--- src/rwcc_pkg.sv ---
// Package for the random walk coverage counter: widths, direction codes and
// the structs passed between the walk controller and the top level.
// No dependencies.
package rwcc_pkg;

  localparam int DEF_MAX_HALF = 64;  // default largest half size
  localparam int HALF_W       = 7;   // half_size register width
  localparam int CNT_W        = 14;  // count and output field width

  // Step direction codes
  localparam logic [1:0] DIR_UP    = 2'd0;
  localparam logic [1:0] DIR_RIGHT = 2'd1;
  localparam logic [1:0] DIR_DOWN  = 2'd2;
  localparam logic [1:0] DIR_LEFT  = 2'd3;

  // One finished walk
  typedef struct packed {
    logic [CNT_W-1:0] visited;
    logic [CNT_W-1:0] interior;
  } result_t;

  // Controller status seen by the top level
  typedef struct packed {
    logic clearing;   // bitmap clearing pass in progress
    logic finishing;  // result offered, waiting for the output register
  } ctrl_stat_t;

endpackage

--- src/rwcc_walk_ctrl.sv ---
// Walk controller: position, distinct count, read-modify-write of the bitmap
// and the clearing pass. Uses rwcc_pkg; drives the ports of rwcc_map_mem.
module rwcc_walk_ctrl
  import rwcc_pkg::*;
#(
  parameter int MAX_HALF = DEF_MAX_HALF,
  parameter int MAP_SIDE = 2 * MAX_HALF + 1,
  parameter int ROW_W    = $clog2(MAP_SIDE)
) (
  input  logic                clk,
  input  logic                rst,
  input  logic [HALF_W-1:0]   half_size,
  input  logic                in_valid,
  output logic                in_ready,
  input  logic [1:0]          direction,
  output logic                rd_en,
  output logic [ROW_W-1:0]    rd_row,
  input  logic [MAP_SIDE-1:0] rd_data,
  output logic                wr_en,
  output logic [ROW_W-1:0]    wr_row,
  output logic [MAP_SIDE-1:0] wr_data,
  input  logic                res_ready,
  output ctrl_stat_t          stat,
  output result_t             res
);

  localparam int HW    = $clog2(MAX_HALF + 1);
  localparam int POS_W = HW + 1;

  localparam logic [1:0] ST_IDLE   = 2'd0;
  localparam logic [1:0] ST_MARK   = 2'd1;
  localparam logic [1:0] ST_FINISH = 2'd2;
  localparam logic [1:0] ST_CLEAR  = 2'd3;

  logic [1:0]              state;
  logic signed [POS_W-1:0] pos_x;
  logic signed [POS_W-1:0] pos_y;
  logic [CNT_W-1:0]        count;
  logic [HW-1:0]           h_q;
  logic [HW-1:0]           hmax;
  logic [1:0]              dir_q;
  logic [ROW_W-1:0]        row_q;
  logic [ROW_W-1:0]        col_q;
  logic [ROW_W-1:0]        clr_row;
  logic [ROW_W-1:0]        clr_last;

  logic [HW-1:0]           h_eff;
  logic                    inside_now;
  logic signed [POS_W-1:0] pos_x_next;
  logic signed [POS_W-1:0] pos_y_next;
  logic                    inside_next;
  logic                    seen;
  logic [POS_W-1:0]        row_sum;
  logic [POS_W-1:0]        col_sum;
  logic [HW:0]             side;
  logic [2*HW+1:0]         side_sq;

  function automatic logic interior(input logic signed [POS_W-1:0] px,
                                    input logic signed [POS_W-1:0] py,
                                    input logic [HW-1:0] h);
    logic signed [POS_W-1:0] hp;
    logic signed [POS_W-1:0] hn;
    hp = $signed({1'b0, h});
    hn = -hp;
    return (px < hp) && (px > hn) && (py < hp) && (py > hn);
  endfunction

  // Clamp the register to 1..MAX_HALF
  always_comb begin
    if (half_size == '0) begin
      h_eff = HW'(1);
    end else if (int'(half_size) > MAX_HALF) begin
      h_eff = HW'(MAX_HALF);
    end else begin
      h_eff = HW'(half_size);
    end
  end

  assign inside_now = interior(pos_x, pos_y, h_eff);
  assign row_sum    = POS_W'(pos_x) + POS_W'(MAX_HALF);
  assign col_sum    = POS_W'(pos_y) + POS_W'(MAX_HALF);

  always_comb begin
    pos_x_next = pos_x;
    pos_y_next = pos_y;
    case (dir_q)
      DIR_UP:    pos_y_next = pos_y + POS_W'(1);
      DIR_RIGHT: pos_x_next = pos_x + POS_W'(1);
      DIR_DOWN:  pos_y_next = pos_y - POS_W'(1);
      DIR_LEFT:  pos_x_next = pos_x - POS_W'(1);
      default:   pos_x_next = pos_x;
    endcase
  end

  assign inside_next = interior(pos_x_next, pos_y_next, h_q);
  assign seen        = rd_data[col_q];

  assign in_ready = (state == ST_IDLE);
  assign rd_en    = (state == ST_IDLE) && in_valid && inside_now;
  assign rd_row   = row_sum[ROW_W-1:0];

  // Mark writes the row back with the bit set; clearing writes zeros
  always_comb begin
    wr_en   = 1'b0;
    wr_row  = row_q;
    wr_data = rd_data | (MAP_SIDE'(1) << col_q);
    case (state)
      ST_MARK: begin
        wr_en = 1'b1;
      end
      ST_CLEAR: begin
        wr_en   = 1'b1;
        wr_row  = clr_row;
        wr_data = '0;
      end
      default: begin
        wr_en = 1'b0;
      end
    endcase
  end

  assign side        = {h_q, 1'b0} - (HW + 1)'(1);
  assign side_sq     = side * side;
  assign res.visited  = count;
  assign res.interior = CNT_W'(side_sq);

  assign stat.clearing  = (state == ST_CLEAR);
  assign stat.finishing = (state == ST_FINISH);

  always_ff @(posedge clk) begin
    if (rst) begin
      state    <= ST_CLEAR;
      pos_x    <= '0;
      pos_y    <= '0;
      count    <= '0;
      hmax     <= '0;
      h_q      <= HW'(1);
      clr_row  <= '0;
      clr_last <= ROW_W'(MAP_SIDE - 1);
    end else begin
      case (state)
        ST_IDLE: begin
          if (in_valid) begin
            h_q   <= h_eff;
            dir_q <= direction;
            row_q <= row_sum[ROW_W-1:0];
            col_q <= col_sum[ROW_W-1:0];
            state <= inside_now ? ST_MARK : ST_FINISH;
          end
        end
        ST_MARK: begin
          if (!seen) begin
            count <= count + CNT_W'(1);
          end
          if (h_q > hmax) begin
            hmax <= h_q;
          end
          pos_x <= pos_x_next;
          pos_y <= pos_y_next;
          state <= inside_next ? ST_IDLE : ST_FINISH;
        end
        ST_FINISH: begin
          if (res_ready) begin
            pos_x    <= '0;
            pos_y    <= '0;
            count    <= '0;
            hmax     <= '0;
            // Only rows the walk could have touched need clearing
            clr_row  <= ROW_W'(MAX_HALF) - ROW_W'(hmax) + ROW_W'(1);
            clr_last <= ROW_W'(MAX_HALF) + ROW_W'(hmax) - ROW_W'(1);
            state    <= (hmax == '0) ? ST_IDLE : ST_CLEAR;
          end
        end
        ST_CLEAR: begin
          if (clr_row == clr_last) begin
            state <= ST_IDLE;
          end else begin
            clr_row <= clr_row + ROW_W'(1);
          end
        end
        default: begin
          state <= ST_IDLE;
        end
      endcase
    end
  end

endmodule

--- config.mk ---
export PLATFORM = sky130hd
export DESIGN_NAME = rwcc_walk_ctrl
export DESIGN_NICKNAME = d
export VERILOG_FILES = /design/src/rwcc_pkg.sv /design/src/rwcc_walk_ctrl.sv
export SDC_FILE = /design/constraint.sdc
export NUM_CORES = 1
export LEC_CHECK = 0
export ABC_AREA = 1
export BUFFER_PORTS_ARGS = -buffer_cell sky130_fd_sc_hd__buf_4
export CAP_MARGIN = 15
export CORE_MARGIN = 2
export CORE_UTILIZATION = 25
export CTS_CLUSTER_SIZE = 20
export DETAILED_ROUTE_END_ITERATION = 12
export PLACE_DENSITY = 0.53
export SLEW_MARGIN = 20
export SYNTH_ARGS = -nofsm -noshare
export SYNTH_HDL_FRONTEND = slang
export SYNTH_SLANG_ARGS = --single-unit
--- constraint.sdc ---
create_clock -name clk -period 7.5 [get_ports clk]
set_input_delay 1.5 -clock clk [delete_from_list [all_inputs] [get_ports clk]]
set_output_delay 1.5 -clock clk [all_outputs]
set_load 0.01 [all_outputs]
==> results of run 1 <==
power by group:
| group | internal [mW] | switching [mW] |
|---|---|---|
| clock | 0.261 | 0.197 |
| combinational | 0.735 | 1.14 |
| sequential | 0.493 | 0.0721 |
| total | 1.49 | 1.40 |
routing by layer:
metal | wire (um) | GRT usage, %
met4 | 1770 | 7.06
met1 | 20800 | 25.5
met3 | 2630 | 3.25
met2 | 24900 | 38.3
met5 | 0 | 0
worst paths after layout:
kind / from / to / slack, ns / cells after the start
max: h_q[1] / res[13] / 0.44 / 23
min: clr_last[2] / clr_last[2] / 0.49 / 2
max reg2reg: dir_q[0] / state[1] / 2.92 / 24
min reg2reg: clr_last[2] / clr_last[2] / 0.49 / 2
state kept, by name, summed over array words and instances (netlist names):
register  count
clr_last      8
clr_row       8
col_q         8
count        14
dir_q         2
h_q           7
hmax          7
pos_x         8
pos_y         8
row_q         8
state         2
per-stage QoR:
stage / instances / total power, mW / hold slack (ns) / instance area, um2 / util (%)
after floorplan: 1872 / 1.55 / 0.453 / 11100 / -
after global placement: 2699 / 2.44 / 0.473 / 13900 / 31.5
after detailed placement: 2699 / 2.45 / 0.476 / 13900 / 31.5
after CTS: 2715 / 2.92 / 0.486 / 14200 / 32.2
after global routing: 2715 / 3.11 / 0.524 / 14200 / 32.2
final: 2715 / 2.89 / 0.495 / 14200 / 32.2
critical path, delay by kind of cell, from the launching register on:
family,cells,cell delay (ns)
compound gates,5,0.67
xor+xnor,1,0.16
fa+ha+maj,7,3.00
buf+inv,7,0.64
flops,1,0.37
simple gates,3,0.35
cells in the mapped netlist:
cell,count
a22oi_1,1
edfxtp_1,18
a31o_2,1
buf_1,13
a21oi_1,244
o211ai_1,2
nor4_1,4
o21ai_0,80
o21bai_1,1
buf_2,7
xor2_1,42
ha_1,108
nand4_1,24
o31ai_1,1
inv_1,277
buf_6,4
dfxtp_1,62
fa_1,27
xnor2_1,11
o311ai_0,1
nand3_2,1
nor2_1,239
nand3_1,121
a31oi_1,6
a21o_1,1
clkbuf_1,52
nor2_2,1
a21boi_0,1
nand2_2,2
inv_2,2
or2_2,4
clkinv_1,4
o2111ai_1,1
a211oi_1,3
a41oi_1,1
nor3_1,26
nor2_4,1
nand2_1,442
o21a_1,4
conb_1,2
nand3b_1,3
buf_4,18
nor3b_1,4
o221ai_1,2
cell families (layout without fill, tap and decap cells):
kind of cell | Yosys count | count (layout) | synth area share, %
AOI/OAI and AO/OA | 350 | 350 | 16.4
xor gates and xnor gates | 53 | 53 | 4.19
adders and majority gates | 135 | 135 | 17.1
buffers and inverters | 377 | 628 | 13.7
DFF | 80 | 80 | 16.1
other | 2 | 5 | 0.0679
and+or+nand+nor | 872 | 872 | 32.4
repair_timing:
action / in CTS / in global routing
setup endpoints to repair: 0 / 1
resized for setup: 0 / 5
endpoints found under the hold margin: 0 / 0
setup buffers: 0 / 0
area by class of cell:
cell class / count / area, um2 / area share (%)
inverters: 283 / 1060 / 7.52
clock buffers: 9 / 225 / 1.59
flip-flops and latches: 80 / 1780 / 12.6
clock inverters: 7 / 77.6 / 0.548
well taps: 592 / 741 / 5.23
repair buffers: 329 / 2470 / 17.4
multi-input cells: 1415 / 7800 / 55.1
==> reports/results.tsv, run 1 <==
metric	value	unit
Vert. Die Dim	214	um
initial DRC count	960	
DP Wirelength	40000	um
slew of the pin with the lowest slew margin	0.978	ns
Most common cell on crit path	inv_1	
Yosys top cell by area	nand2_1	
final wirelength	50100	um
number of global-route vias before repair	12600	
drt drc	0	
CTS Buf Count	9	
mapped cell area	11100	um2
gpl congestion	0.941	
clk slew on worst S/H paths	0.06	ns
commonest cells after routing, fill and taps aside	442 x nand2_1, 329 x buf_4, 276 x inv_1	
Final min period	7.06	ns
number of hold buffers added after cts	0	
Synth Instances	1869	
share of the synthesized area in the top cell type	15.0	%
Tcrit/Tclk final	94.1	%
CTS tree	built	
Layout area overhead	28.0	%
initial antenna violation count	0	
port bufs	316	
Yosys warnings	0	
Max rail drop VDD	184	uV
Max-Slew Margin vs Limit	34.4	%
FP Rows	77	
CTS sink cnt	80	
GRT Util Overall	21.2	%
Leakage Power	7.09	nW
Clock Tree Buf Depth	2	
status	finished clean	
slowest stage delay, CP	0.56	ns
Starting Density	25.2	%
nets@finish	2395	
Max Cap Viol	0	
Final Max Slew Viols	0	
dominant cells by area after synthesis	nand2_1 15%, ha_1 12%, dfxtp_1 11%	
largest net degree at the start of global routing	91	
Worst Setup Path Type	reg2out	
first-pass GRT wire length	76000	um
Clock Latency Late Sink	0.35	ns
via count	13100	
Pwr Density	204	nW/um2
Setup crit end kind	output pin	
share of cells above drive strength 1	17.2	%
final setup fails	0	
CP cell instances	inv_1 -> ha_1 -> buf_4 -> ha_1 -> nor2_1 -> inv_1 -> fa_1 -> inv_1 -> fa_1 -> inv_1 -> fa_1 -> fa_1 -> inv_1 -> ha_1 -> a21oi_1 -> o21ai_0 -> a21oi_2 -> o21ai_1 -> a21oi_1 -> nor2_1 -> nor2_1 -> xor2_1 -> buf_4	
count of state elements after synthesis	80	
post-synthesis sequential area ratio	16.1	%
Crit-path slowest cell	fa_1	
syn_area_per_cell	5.92	um2
Die X	214	um
Core ar.	43900	um2
commonest non-fill, non-tap cell in the layout	nand2_1	
Inserted Diodes	0	
clk root buf	clkbuf_16	
CP Launch Type	register	
pre-CTS WS	0.607	ns
final clock skew	0.0123	ns
setup TNS	0	ns
final setup margin	0.445	ns
Die ar.	46000	um2
vias per cell	4.82	
post-synth cell types	44	
HP Class	reg2reg	
Max Clk Rate	0.142	GHz
RSZ-0062 raised after global routing	false	
CP max FO	6	
I/O Pins	320	
total gr overflow	0	
CP Data Required Time	6.00	ns
CTS H-tree depth	3	
WL per Instance	18.4	um
fillers	4972	
count of final hold-check violations	0	
antenna-violating nets left	0	
Critical Path AT	5.56	ns
1st-pass router iterations	7	
Note: power is estimated with default switching activity, not from simulation.
==> run 2: changes to the inputs <==
- CORE_UTILIZATION: 25 -> 54
- PLACE_DENSITY: 0.53 -> 0.9
==> reports/results.tsv, run 2 (synthesis gave the netlist of run 1 again) <==
metric	value	unit
number of hold buffers added after cts	0	
Tcrit/Tclk final	95.3	%
Biggest register	count	
status	finished clean	
fillers	1905	
reg2reg start	dir_q[0]	
initial DRC count	1504	
WL per Instance	18.3	um
nets@finish	2392	
Inserted Diodes	0	
antenna-violating nets left	0	
I/O Pins	320	
final core occ	68.1	%
Max Cap Viol	0	
CTS tree	built	
setup TNS	0	ns
CTS H-tree depth	3	
Pwr Density	210	nW/um2
commonest cells after routing, fill and taps aside	442 x nand2_1, 326 x buf_4, 275 x inv_1	
max reg flops	14	
share of cells above drive strength 1	17.0	%
via count	13700	
CTS sink cnt	80	
gpl congestion	1.02	
CP Launch Type	register	
clk slew on worst S/H paths	0.06	ns
commonest non-fill, non-tap cell in the layout	nand2_1	
Leakage Power	7.07	nW
Clock Latency Late Sink	0.35	ns
final wirelength	43800	um
initial antenna violation count	3	
Final min period	7.15	ns
drt drc	0	
clk root buf	clkbuf_16	
Starting Density	54.9	%
Setup crit end kind	output pin	
Final Max Slew Viols	0	
number of global-route vias before repair	12600	
slew of the pin with the lowest slew margin	1.01	ns
Die X	147	um
Die ar.	21700	um2
min-delay src	clr_last[6]	
PostCTS Resize Cnt	0	
Total Power	2.88	mW
port bufs	316	
DP Wirelength	34600	um
Layout area overhead	24.1	%
Critical Path AT	5.65	ns
FP Rows	52	
GRT Util Overall	39.2	%
Max Clk Rate	0.140	GHz
HP Class	reg2reg	
RSZ-0062 raised after global routing	false	
Worst Setup Path Type	reg2out	
final setup margin	0.351	ns
Cells after DPL	2374	
Max rail drop VDD	183	uV
setup bufs post-CTS	0	
total gr overflow	0	
CP max FO	7	
count of final hold-check violations	0	
final clock skew	0.00774	ns
1st-pass router iterations	8	
crit path launch	h_q[2]	
final setup fails	0	
pre-CTS WS	0.457	ns
final std cells w/o fill	2390	
first-pass GRT wire length	67500	um
vias per cell	5.74	
Vert. Die Dim	147	um
Max-Slew Margin vs Limit	32.7	%
CP Data Required Time	6.00	ns
Core ar.	20200	um2
Clock Tree Buf Depth	2	
CTS Buf Count	9	
largest net degree at the start of global routing	87	
## run 2: changes by cell type in the layout (fill, tap and decap cells not counted), sizes merged
cell	before	now
buf	329	326
clkbuf	9	12
clkinv	5	8
inv	282	279
clkinvlp	2	0
bufinv	1	0
## run 2: path summary, 6_finish.rpt
path | slack, ns | cells after the start | endpoint
setup / recovery | 0.35 | 25 | res[13]
hold / removal | 0.48 | 2 | clr_last[6]
setup reg to reg | 3.02 | 24 | state[1]
hold reg to reg | 0.48 | 2 | clr_last[6]
## run 2: where the power goes
part	internal, mW	switching [mW]
Combinational	0.734	1.16
Sequential	0.493	0.0681
Clock	0.245	0.185
## run 2: final cells by class
class                           count  area, um2  share of cell area [%]
Multi-Input combinational cell   1415       7820                    56.9
Clock buffer                       12        258                    1.88
Clock inverter                      4       27.5                   0.200
Sequential cell                    80       1780                    13.0
Inverter                          283       1060                    7.75
Timing Repair Buffer              326       2450                    17.8
Tap cell                          270        338                    2.46
## run 2: routing by layer
metal  track usage (%)  vias to the layer above  share of wire, %
met5                 0                        -             0.094
met4              22.5                        6               6.9
met3              7.86                      186                10
met2              62.7                      847                45
met1              49.2                     6205                38
li1                  -                     6466                 -
## run 2: stage by stage
| step | cell area [um2] | hold WS [ns] |
|---|---|---|
| finish | 13700 | 0.483 |
| global route | 13700 | 0.502 |
| CTS | 13700 | 0.482 |
| detailed placement | 13400 | 0.473 |
| global placement | 13400 | 0.462 |
| floorplan | 11100 | 0.453 |
## run 2: critical path, stage by stage (launching register included)
cell	delay, ns
dfxtp_1	0.36
inv_1	0.19
nand3_1	0.16
nor3_1	0.23
inv_1	0.09
nand2_1	0.07
nand2_1	0.19
nor2_2	0.19
inv_1	0.08
fa_1	0.53
inv_1	0.05
fa_1	0.48
inv_1	0.07
fa_1	0.54
fa_1	0.55
inv_1	0.04
ha_1	0.35
a21oi_1	0.16
o21ai_0	0.11
a21oi_2	0.18
o21ai_2	0.09
a21oi_1	0.13
nor2_1	0.06
nor2_1	0.13
xor2_1	0.15
buf_4	0.13
==> run 3: changes to the inputs <==
- BUFFER_PORTS_ARGS: -buffer_cell sky130_fd_sc_hd__buf_4 -> not set
- CORE_UTILIZATION: 54 -> 55
- CTS_CLUSTER_SIZE: 20 -> not set
- DONT_BUFFER_PORTS: not set -> 1
- PLACE_DENSITY: 0.9 -> 0.77
==> reports/results.tsv, run 3 (synthesis gave the netlist of run 1 again) <==
metric	value	unit
status	finished clean	
FP Rows	51	
initial DRC count	1096	
Die X	146	um
Clk pwr share	19.5	%
Max rail drop VDD	202	uV
Clock Latency Late Sink	0.36	ns
commonest non-fill, non-tap cell in the layout	nand2_1	
via count	12200	
Multi-input gate area	7800	um2
Register-to-Register Path Depth	22	
Worst Setup Path Type	reg2out	
flop-to-flop setup slack	2.97	ns
slew of the pin with the lowest slew margin	0.986	ns
CTS H-tree depth	3	
CTS tree	built	
Leakage Power	5.49	nW
fillers	2044	
CTS sink cnt	80	
final clock skew	0.0174	ns
crit path launch	h_q[1]	
clk slew on worst S/H paths	0.07	ns
RSZ-0062 raised after global routing	false	
HP Class	reg2reg	
Core ar.	19600	um2
CTS Buf Count	9	
total internal power	1.06	mW
final setup fails	0	
1st-pass router iterations	6	
Reg area	1780	um2
Max-Slew Margin vs Limit	33.9	%
count of final hold-check violations	0	
Pwr Density	206	nW/um2
setup TNS	0	ns
switching pwr	1.29	mW
pre-CTS WS	0.684	ns
Starting Density	56.5	%
final setup margin	0.419	ns
final wirelength	41700	um
antenna-violating nets left	0	
initial antenna violation count	0	
I/O Pins	320	
Reg power frac	24.0	%
Critical Path AT	5.58	ns
port bufs	0	
Die ar.	21300	um2
CP max FO	6	
reg2reg end	state[1]	
Layout area overhead	2.83	%
Biggest register	count	
nets@finish	2079	
WL per Instance	20.1	um
share of cells above drive strength 1	2.60	%
largest net degree at the start of global routing	93	
logic gate share of total power	56.4	%
setup bufs post-CTS	0	
Final min period	7.08	ns
max reg flops	14	
total gr overflow	0	
gpl congestion	1.10	
Setup crit end kind	output pin	
switching share of power	55.0	%
reg2reg start	dir_q[0]	
Final Max Slew Viols	0	
Vert. Die Dim	146	um
CP Data Required Time	6.00	ns
GRT Util Overall	37.6	%
DP Wirelength	33100	um
number of global-route vias before repair	11100	
Max Clk Rate	0.141	GHz
Hold Slack	0.477	ns
Setup crit end	res[13]	
Max Cap Viol	0	
Clock Tree Buf Depth	2	
Tcrit/Tclk final	94.4	%
commonest cells after routing, fill and taps aside	441 x nand2_1, 276 x inv_1, 244 x a21oi_1	
clk root buf	clkbuf_16	
drt drc	0	
Inserted Diodes	0	
first-pass GRT wire length	62900	um
vias per cell	5.90	
CP Launch Type	register	
final core occ	58.1	%
-- run 3: changes by cell type in the layout (fill, tap and decap cells not counted), moves of 2 or more --
cell      delta
clkinv_2     -2
inv_6        +2
inv_8        +2
clkbuf_1     -2
buf_4      -313
-- run 3: critical path, cell delays in order, from the launching register on --
cell,delay [ns]
dfxtp_1,0.40
inv_1,0.12
ha_1,0.22
buf_4,0.17
ha_1,0.38
nor2_2,0.18
inv_1,0.07
fa_1,0.50
inv_1,0.05
fa_1,0.48
inv_1,0.07
fa_1,0.51
fa_1,0.55
inv_1,0.04
ha_1,0.34
a21oi_1,0.14
o21ai_0,0.09
a21oi_1,0.21
o21ai_1,0.13
a21oi_1,0.14
nor2_1,0.05
nor2_1,0.10
xor2_1,0.14
buf_4,0.13
-- run 3: final cells by class --
type	count	area share, %
repair buffers	13	0.858
flip-flops and latches	80	15.7
well taps	265	2.91
clock buffers	10	2.20
inverters	283	9.36
clock inverters	6	0.495
multi-input cells	1415	68.5
-- run 3: metal layers --
layer	part of all wire (%)	GRT usage, %	wire length [um]
met1	39	46.4	16100
met2	45	60.5	18600
met3	10	9.91	4310
met4	6.3	19.2	2630
met5	0	0	0
-- run 3: worst min-delay path by stage --
stage / startpoint / to / slack, ns / cells past startpoint
2_1_floorplan: clr_last[2] / clr_last[2] / 0.45 / 2
3_3_place_gp: clr_last[2] / clr_last[2] / 0.46 / 2
3_5_place_dp: clr_last[2] / clr_last[2] / 0.46 / 2
4_1_cts: clr_last[2] / clr_last[2] / 0.47 / 2
5_1_grt: clr_last[2] / clr_last[2] / 0.52 / 2
6_report: clr_last[2] / clr_last[2] / 0.48 / 2
-- run 3: timing repair --
item | in CTS | in global routing
resized for setup | 0 | 4
endpoints found under the setup margin | 0 | 1
hold endpoints to repair | 0 | 0
hold buffers | 0 | 0
-- run 3: power groups by stage --
stage	Combinational (mW)	Clock [mW]	Sequential [mW]
final	1.32	0.458	0.564
after global routing	1.43	0.474	0.573
after CTS	1.30	0.462	0.563
after detailed placement	1.29	0	0.572
after global placement	1.27	0	0.570
after floorplan	1.00	0	0.545
-- run 3: per-stage QoR --
stage / instance area, um2 / power, mW / std cells
detailed placement: 11100 / 1.86 / 2056
floorplan: 11100 / 1.55 / 1872
global route: 11400 / 2.48 / 2072
finish: 11400 / 2.35 / 2072
global placement: 11100 / 1.84 / 2056
CTS: 11400 / 2.32 / 2072
